## src/sv/bra_pkg.sv

```systemverilog
// Shared types and constants for the bitmap run allocator.
// Used by bra_map_mem, bra_run_unit, the top level and the testbench; depends on nothing.
`timescale 1ns / 1ps
`default_nettype none

package bra_pkg;

  localparam int MAP_BYTES = 64;
  localparam int MAP_BITS  = MAP_BYTES * 8;
  localparam int MAP_AW    = (MAP_BYTES > 1) ? $clog2(MAP_BYTES) : 1;
  localparam int MAP_CW    = $clog2(MAP_BYTES + 1);

  localparam int CFG_AW = 3;
  localparam logic REG_BYTES_IN_USE = 1'b0;
  localparam logic [6:0] BYTES_IN_USE_RST = 7'd64;

  typedef enum logic [1:0] {
    OP_CLEAR_ALL = 2'd0,
    OP_TEST      = 2'd1,
    OP_SET       = 2'd2,
    OP_SCAN      = 2'd3
  } op_t;

  typedef enum logic [1:0] {
    ST_IDLE,
    ST_ACCESS,
    ST_SCAN,
    ST_RESP
  } state_t;

  typedef struct packed {
    logic              rd_en;
    logic [MAP_AW-1:0] rd_addr;
    logic              wr_en;
    logic [MAP_AW-1:0] wr_addr;
    logic [7:0]        wr_data;
    logic              clr_all;
  } mem_req_t;

endpackage

`default_nettype wire

```

## src/sv/bra_map_mem.sv

```systemverilog
// Bitmap storage: one byte-wide synchronous RAM plus per-byte valid flags.
// Depends on bra_pkg; a byte never written since reset or clear reads as zero.
`timescale 1ns / 1ps
`default_nettype none

module bra_map_mem
  import bra_pkg::*;
(
  input  wire logic       clk,
  input  wire logic       rst_n,
  input  wire mem_req_t   req,
  output logic [7:0]      rd_byte
);

  logic [7:0]           mem [MAP_BYTES];
  logic [7:0]           rd_data_r;
  logic                 rd_vld_r;
  logic [MAP_BYTES-1:0] vld_r;

  always_ff @(posedge clk) begin
    if (req.wr_en) begin
      mem[req.wr_addr] <= req.wr_data;
    end
    if (req.rd_en) begin
      rd_data_r <= mem[req.rd_addr];
      rd_vld_r  <= vld_r[req.rd_addr];
    end
  end

  always_ff @(posedge clk) begin
    if (!rst_n) begin
      vld_r <= '0;
    end else if (req.clr_all) begin
      vld_r <= '0;
    end else if (req.wr_en) begin
      vld_r[req.wr_addr] <= 1'b1;
    end
  end

  assign rd_byte = rd_vld_r ? rd_data_r : 8'h00;

endmodule

`default_nettype wire

```

## src/sv/bra_run_unit.sv

```systemverilog
// Run tracker for scan: folds one bitmap byte into the current clear-bit run.
// Depends on bra_pkg; purely combinational, eight bit steps per byte.
`timescale 1ns / 1ps
`default_nettype none

module bra_run_unit
  import bra_pkg::*;
(
  input  wire logic [7:0]        map_byte,
  input  wire logic [MAP_AW-1:0] byte_addr,
  input  wire logic [9:0]        run_in,
  input  wire logic [9:0]        run_len,
  output logic [9:0]             run_out,
  output logic                   hit,
  output logic [8:0]             start_index
);

  logic [9:0]  run;
  logic [2:0]  pos;
  logic [15:0] start_full;

  always_comb begin
    run = run_in;
    hit = 1'b0;
    pos = 3'd0;
    for (int j = 0; j < 8; j++) begin
      if (!hit) begin
        if (!map_byte[j]) begin
          run = run + 10'd1;
          if (run == run_len && run_len != 10'd0) begin
            hit = 1'b1;
            pos = 3'(j);
          end
        end else begin
          run = 10'd0;
        end
      end
    end
    run_out = run;
    // first bit of the run: last clear bit position + 1 - length
    start_full  = 16'({byte_addr, pos}) + 16'd1 - 16'(run_len);
    start_index = start_full[8:0];
  end

endmodule

`default_nettype wire

```

## src/sv/bitmap_run_allocator.sv

```systemverilog
// Top level of the first-fit bitmap run allocator: control sequencer and APB register.
// Depends on bra_pkg, bra_map_mem and bra_run_unit.
`timescale 1ns / 1ps
`default_nettype none

// The allocator keeps a 512-bit map (64 bytes, bit i in byte i/8 at position i%8)
// in one RAM with a read and a write port and serves one item at a time. Clear all
// takes effect at once through per-byte valid flags and goes straight to the
// response state; test and set read the byte, then answer or write back. Scan
// streams one map byte per cycle through the run tracker, stopping at the first
// fit or after min(bytes_in_use, 64) bytes; the single RAM read port sets that rate.
// The next item is taken as soon as the result sits in the output register.
// bytes_in_use (APB offset 0) limits scan only; values above 64 act as 64.
module bitmap_run_allocator
  import bra_pkg::*;
(
  input  wire logic              clk,
  input  wire logic              rst_n,

  input  wire logic              in_valid,
  output logic                   in_ready,
  input  wire logic [1:0]        in_operation,
  input  wire logic [8:0]        in_bit_index,
  input  wire logic              in_set_value,
  input  wire logic [9:0]        in_run_length,

  output logic                   out_valid,
  input  wire logic              out_ready,
  output logic                   out_found,
  output logic [8:0]             out_start_index,
  output logic                   out_bit_value,

  input  wire logic              cfg_psel,
  input  wire logic              cfg_penable,
  input  wire logic              cfg_pwrite,
  input  wire logic [CFG_AW-1:0] cfg_paddr,
  input  wire logic [31:0]       cfg_pwdata,
  output logic [31:0]            cfg_prdata,
  output logic                   cfg_pready
);

  state_t state_r, state_nxt;
  op_t    op_r, op_nxt;

  logic [8:0]        idx_r, idx_nxt;
  logic              val_r, val_nxt;
  logic [9:0]        len_r, len_nxt;
  logic [MAP_CW-1:0] nbytes_r, nbytes_nxt;
  logic [MAP_CW-1:0] scan_addr_r, scan_addr_nxt;
  logic              pend_r, pend_nxt;
  logic [MAP_AW-1:0] pend_byte_r, pend_byte_nxt;
  logic [9:0]        run_r, run_nxt;

  logic       res_found_r, res_found_nxt;
  logic [8:0] res_start_r, res_start_nxt;
  logic       res_bit_r, res_bit_nxt;

  logic       out_valid_r, out_valid_nxt;
  logic       out_found_r, out_found_nxt;
  logic [8:0] out_start_r, out_start_nxt;
  logic       out_bit_r, out_bit_nxt;

  logic [6:0] bytes_in_use_r;

  mem_req_t   mem_req;
  logic [7:0] rd_byte;
  logic [7:0] new_byte;
  logic       idx_in_range;
  logic       in_idx_in_range;
  logic [9:0] tr_run;
  logic       tr_hit;
  logic [8:0] tr_start;
  logic       accept;
  logic       cfg_wr;

  // ---------------------------------------------------------------- config
  assign cfg_pready = 1'b1;
  assign cfg_wr     = cfg_psel && cfg_penable && cfg_pwrite
                      && (cfg_paddr[2] == REG_BYTES_IN_USE);

  always_ff @(posedge clk) begin
    if (!rst_n) begin
      bytes_in_use_r <= BYTES_IN_USE_RST;
    end else if (cfg_wr) begin
      bytes_in_use_r <= cfg_pwdata[6:0];
    end
  end

  always_comb begin
    cfg_prdata = 32'd0;
    if (cfg_paddr[2] == REG_BYTES_IN_USE) begin
      cfg_prdata = {25'd0, bytes_in_use_r};
    end
  end

  // ---------------------------------------------------------------- storage
  bra_map_mem u_mem (
    .clk     (clk),
    .rst_n   (rst_n),
    .req     (mem_req),
    .rd_byte (rd_byte)
  );

  bra_run_unit u_run (
    .map_byte    (rd_byte),
    .byte_addr   (pend_byte_r),
    .run_in      (run_r),
    .run_len     (len_r),
    .run_out     (tr_run),
    .hit         (tr_hit),
    .start_index (tr_start)
  );

  assign in_ready        = (state_r == ST_IDLE);
  assign accept          = in_valid && in_ready;
  assign in_idx_in_range = int'(in_bit_index) < MAP_BITS;
  assign idx_in_range    = int'(idx_r) < MAP_BITS;

  always_comb begin
    new_byte = rd_byte;
    new_byte[idx_r[2:0]] = val_r;
  end

  // ---------------------------------------------------------------- sequencer
  always_comb begin
    state_nxt     = state_r;
    op_nxt        = op_r;
    idx_nxt       = idx_r;
    val_nxt       = val_r;
    len_nxt       = len_r;
    nbytes_nxt    = nbytes_r;
    scan_addr_nxt = scan_addr_r;
    pend_nxt      = 1'b0;
    pend_byte_nxt = pend_byte_r;
    run_nxt       = run_r;
    res_found_nxt = res_found_r;
    res_start_nxt = res_start_r;
    res_bit_nxt   = res_bit_r;
    out_valid_nxt = out_valid_r && !out_ready;
    out_found_nxt = out_found_r;
    out_start_nxt = out_start_r;
    out_bit_nxt   = out_bit_r;

    mem_req         = '0;
    mem_req.rd_addr = MAP_AW'(in_bit_index >> 3);
    mem_req.wr_addr = MAP_AW'(idx_r >> 3);
    mem_req.wr_data = new_byte;

    unique case (state_r)
      ST_IDLE: begin
        if (accept) begin
          op_nxt        = op_t'(in_operation);
          idx_nxt       = in_bit_index;
          val_nxt       = in_set_value;
          len_nxt       = in_run_length;
          scan_addr_nxt = '0;
          run_nxt       = 10'd0;
          res_found_nxt = 1'b1;
          res_start_nxt = 9'd0;
          res_bit_nxt   = 1'b0;
          if (int'(bytes_in_use_r) > MAP_BYTES) begin
            nbytes_nxt = MAP_CW'(MAP_BYTES);
          end else begin
            nbytes_nxt = MAP_CW'(bytes_in_use_r);
          end
          unique case (op_t'(in_operation))
            OP_CLEAR_ALL: begin
              mem_req.clr_all = 1'b1;
              state_nxt       = ST_RESP;
            end
            OP_TEST, OP_SET: begin
              mem_req.rd_en = in_idx_in_range;
              state_nxt     = ST_ACCESS;
            end
            OP_SCAN: begin
              state_nxt = ST_SCAN;
            end
            default: begin
              state_nxt = ST_RESP;
            end
          endcase
        end
      end

      ST_ACCESS: begin
        if (op_r == OP_SET) begin
          mem_req.wr_en = idx_in_range;
        end else begin
          res_bit_nxt = idx_in_range && rd_byte[idx_r[2:0]];
        end
        state_nxt = ST_RESP;
      end

      ST_SCAN: begin
        if (pend_r && tr_hit) begin
          // first fit: stop here, drop any read in flight
          res_found_nxt = 1'b1;
          res_start_nxt = tr_start;
          state_nxt     = ST_RESP;
        end else begin
          if (pend_r) begin
            run_nxt = tr_run;
          end
          if (scan_addr_r < nbytes_r) begin
            mem_req.rd_en   = 1'b1;
            mem_req.rd_addr = MAP_AW'(scan_addr_r);
            pend_nxt        = 1'b1;
            pend_byte_nxt   = MAP_AW'(scan_addr_r);
            scan_addr_nxt   = scan_addr_r + MAP_CW'(1);
          end else if (!pend_r) begin
            res_found_nxt = 1'b0;
            res_start_nxt = 9'd0;
            state_nxt     = ST_RESP;
          end
        end
      end

      ST_RESP: begin
        // hold the result until the output register frees up
        if (!out_valid_r || out_ready) begin
          out_valid_nxt = 1'b1;
          out_found_nxt = res_found_r;
          out_start_nxt = res_start_r;
          out_bit_nxt   = res_bit_r;
          state_nxt     = ST_IDLE;
        end
      end

      default: begin
        state_nxt = ST_IDLE;
      end
    endcase
  end

  always_ff @(posedge clk) begin
    if (!rst_n) begin
      state_r     <= ST_IDLE;
      pend_r      <= 1'b0;
      out_valid_r <= 1'b0;
    end else begin
      state_r     <= state_nxt;
      pend_r      <= pend_nxt;
      out_valid_r <= out_valid_nxt;
    end
  end

  always_ff @(posedge clk) begin
    op_r        <= op_nxt;
    idx_r       <= idx_nxt;
    val_r       <= val_nxt;
    len_r       <= len_nxt;
    nbytes_r    <= nbytes_nxt;
    scan_addr_r <= scan_addr_nxt;
    pend_byte_r <= pend_byte_nxt;
    run_r       <= run_nxt;
    res_found_r <= res_found_nxt;
    res_start_r <= res_start_nxt;
    res_bit_r   <= res_bit_nxt;
    out_found_r <= out_found_nxt;
    out_start_r <= out_start_nxt;
    out_bit_r   <= out_bit_nxt;
  end

  assign out_valid       = out_valid_r;
  assign out_found       = out_found_r;
  assign out_start_index = out_start_r;
  assign out_bit_value   = out_bit_r;

endmodule

`default_nettype wire

```

## config.mk

```make
export PLATFORM = sky130hd
export DESIGN_NAME = bitmap_run_allocator
export DESIGN_NICKNAME = d
export VERILOG_FILES = /design/src/sv/bra_pkg.sv /design/src/sv/bra_map_mem.sv /design/src/sv/bra_run_unit.sv /design/src/sv/bitmap_run_allocator.sv
export SDC_FILE = /design/constraint.sdc
export NUM_CORES = 1
export LEC_CHECK = 0
export ABC_AREA = 1
export BUFFER_PORTS_ARGS = -buffer_cell sky130_fd_sc_hd__buf_2
export CAP_MARGIN = 0
export CORE_ASPECT_RATIO = 1.2
export CORE_UTILIZATION = 63
export DETAILED_ROUTE_END_ITERATION = 8
export PLACE_DENSITY = 0.81
export SETUP_SLACK_MARGIN = 0.1
export SYNTH_ARGS = -nofsm -noshare
export SYNTH_HDL_FRONTEND = slang
export SYNTH_HIERARCHICAL = 1
export SYNTH_SLANG_ARGS = --single-unit
```

## constraint.sdc

```tcl
create_clock -name clk -period 10.6 [get_ports clk]
set_input_delay 2.65 -clock clk [delete_from_list [all_inputs] [get_ports clk]]
set_output_delay 2.65 -clock clk [all_outputs]
set_load 0.02 [all_outputs]
```

==> metrics.yaml <==
yosys:
  synth_top_area_share_pct: 52.5
  ys_types: 53
  async_flop_share_pct: 0
  netlist_area_um2: 34000
  synth_top_area_cell: "edfxtp_1"
  netlist_instances: 3838
  synth_seq_cells: 670
  synth_ff_type: "edfxtp_1"
  synth_area_leaders: "edfxtp_1, nand2_1, nand3_1"
  synth-edff-count: 595
  avgSynthCellArea_um2: 8.86
  ys_warn_count: 6
  yosysSeqAreaShare_pct: 56.9
route:
  viasPerCell: 5.91
  drtPass1Iterations: 6
  drc: 0
  drt-total-wl_um: 90400
  drtIter0Drc: 3242
  vias: 27600
  ant_nets: 0
  wl_per_cell_um: 19.3
clock_network:
  cts_buffers: 61
  clock-sinks: 670
  holdBufCountCts: 0
  htreeDepth: 2
  clk_latency_ns: 0.63
  clockBufferDepth: 3
  path_clk_slew_ns: 0.06
  clockRootBuffer: "clkbuf_16"
  cts_tree: "built"
setup_path:
  cp_max_fo: 35
  start_kind: "flip-flop"
  path_class: "reg -> reg"
  cp-startpoint: "run_r[1]"
  cpMaxStageDelayCell: "edfxtp_1"
  required_ns: 11.08
  critPathMaxStageDelay_ns: 0.44
  r2r_start: "run_r[1]"
  worst_ep_arrival_time_ns: 10.32
  cp-end-kind: "flip-flop"
floorplan:
  die_area_um2: 54900
  start_util_pct: 64.2
  rows: 92
  pin_count: 110
  core_area_um2: 53000
  die_x_um: 214
  die_y_um: 257
min_path:
  hp-start: "res_bit_r"
  hp-class: "reg -> reg"
placement:
  gp_congestion: 0.985
  port_buffers: 56
  placed_cell_area_um2: 35100
  dp_hpwl_um: 55600
  pre_cts_ws_ns: 0.427
status:
  status: "finished, final reports clean"
timing:
  maxSlewViolCount: 0
  slew_headroom_pct: 24.4
  max_freq_mhz: 102
  hold_viol: 0
  worst_pin_slew_ns: 1.13
  holdWs_ns: 0.421
  setup_viol: 0
  period_minus_slack_ns: 9.84
  worst_slack_ns: 0.759
  skew_ns: 0.0225
  timing.final.crit_share_pct: 92.8
cells_and_area:
  syn2layout_area_growth_pct: 10.7
  fin_area_um2: 37600
  n_fill_cell: 3754
  drive_gt1_share_pct: 11.4
  nNetsFinal: 4013
global_routing:
  grt_pass1_wl_um: 137000
  grt_max_degree: 87
  overflow: 0
  grt.total_usage_pct: 31.7
  antenna_found_initial: 2
  grt_pass1_vias: 25900
pwr:
  clkPwrFrac_pct: 20.1
  switching_power_mw: 4.91
  ir_worst_vdd_mv: 0.193
  sequentialPowerShare_pct: 30.3
  leakage_nw: 15.4
  switching_share_pct: 43.9
  p_per_area_nw_per_um2: 298
  p_int_mw: 6.29
  combPwrFrac_pct: 49.7
flow_run:
  cap_violations: 0
area by class of cell:
type / instances / area [um^2] / area share, %
tap: 705 / 882 / 2.34
sequential: 670 / 19400 / 51.5
inverter: 268 / 1030 / 2.75
multi-input combinational: 2743 / 12700 / 33.8
clock inverter: 39 / 430 / 1.14
clock buffer: 77 / 1640 / 4.35
antenna: 2 / 5.00 / 0.0133
timing repair buffer: 166 / 1550 / 4.11
timing repair inverter: 1 / 8.76 / 0.0233
final timing paths:
kind                    endpoint  slack [ns]  cells past startpoint
setup / recovery  u_mem/rd_vld_r        0.76                     67
hold / removal     out_bit_value        0.42                      0
setup reg to reg  u_mem/rd_vld_r        0.76                     67
hold reg to reg    out_bit_value        0.42                      0
logic make-up after synthesis:
group / count (synthesis) / synth area share (%)
buffers and inverters: 449 / 6.49
flip-flops: 670 / 56.9
adder cells (fa/ha/maj): 38 / 1.42
other: 2 / 0.0221
AO/OA/AOI/OAI: 111 / 1.89
AND/OR/NAND/NOR: 2552 / 32.8
XOR/XNOR: 16 / 0.412
critical path, delay by kind of cell, from the launching register on:
kind            cells  cell delay (ns)
compound gates      7             1.32
buf+inv             6             0.74
fa+ha+maj           4             1.19
simple gates       50             5.91
flops               1             0.44
synth_stat cells (3+ instances only):
master and instances:
nand4_1 26, nand2_1 1295, nand2_4 12, xor2_1 13, nand3_1 712, inv_4 3
o21ai_1 15, nor4_1 3, clkbuf_1 30, nor2_4 14, a211oi_1 4, edfxtp_1 595
nand2_2 54, nor2_2 25, buf_2 61, buf_6 37, nand3b_1 5, nand3_2 17
dfxtp_1 75, xnor2_1 3, buf_1 15, inv_1 242, nor3_1 20, a21oi_1 30
clkinv_1 6, ha_1 37, o21ai_2 8, nor2_1 361, inv_2 16, o21ai_0 41
buf_4 37
through the flow:
| step | setup TNS [ns] | cells | total power, mW | util [%] |
|---|---|---|---|---|
| detailed placement | 0 | 4518 | 8.62 | 66.2 |
| floorplan | 0 | 3862 | 7.26 | - |
| global route | -0.0279 | 4671 | 11.9 | 71.1 |
| global placement | 0 | 4518 | 8.53 | 66.2 |
| finish | 0 | 4671 | 11.2 | 71.1 |
| CTS | 0 | 4634 | 10.9 | 70.1 |
sequential cells by signal, indices dropped and copies added, names as in the netlist:
| signal | flops |
|---|---|
| u_mem/mem | 512 |
| u_mem/vld_r | 64 |
| len_r | 10 |
| run_r | 10 |
| idx_r | 9 |
| out_start_index | 9 |
| res_start_r | 9 |
| u_mem/rd_data_r | 8 |
| bytes_in_use_r | 7 |
| nbytes_r | 7 |
| scan_addr_r | 7 |
| pend_byte_r | 6 |
| op_r | 2 |
| state_r | 2 |
| out_bit_value | 1 |
| out_found | 1 |
| out_valid | 1 |
| pend_r | 1 |
| res_bit_r | 1 |
| res_found_r | 1 |
| u_mem/rd_vld_r | 1 |
| val_r | 1 |
per-layer routing:
layer  vias up  part of all wire, %  global-route usage, %  wire length, um
li1      12900                    -                      -                -
met1     12900                   36                   39.2            32400
met2      1491                   49                   54.2            44500
met3       320                  8.9                   3.67             8030
met4         0                  6.1                   17.7             5500
met5         -                    0                      0                0
power groups by stage:
stage,Combinational (mW),Clock [mW],Sequential (mW)
floorplan,3.80,0,3.46
global placement,5.09,0,3.44
detailed placement,5.17,0,3.45
CTS,5.22,2.26,3.39
global route,6.11,2.36,3.40
finish,5.57,2.25,3.39
placed cells by master (no fill, tap or decap), types with 56 or more instances in the layout:
cell | synthesis | layout
nor2_1 | 361 | 358
nand2_2 | 54 | 57
buf_4 | 37 | 78
edfxtp_1 | 595 | 595
buf_2 | 61 | 56
dfxtp_1 | 75 | 75
clkbuf_16 | 0 | 68
nand3_1 | 712 | 705
nand2_1 | 1295 | 1291
inv_1 | 242 | 242
repair_timing:
action,in CTS,in global routing
gates resized for setup,0,26
endpoints found under the setup margin,0,12
setup buffers,0,28
Power figures use the tool's default switching activity.
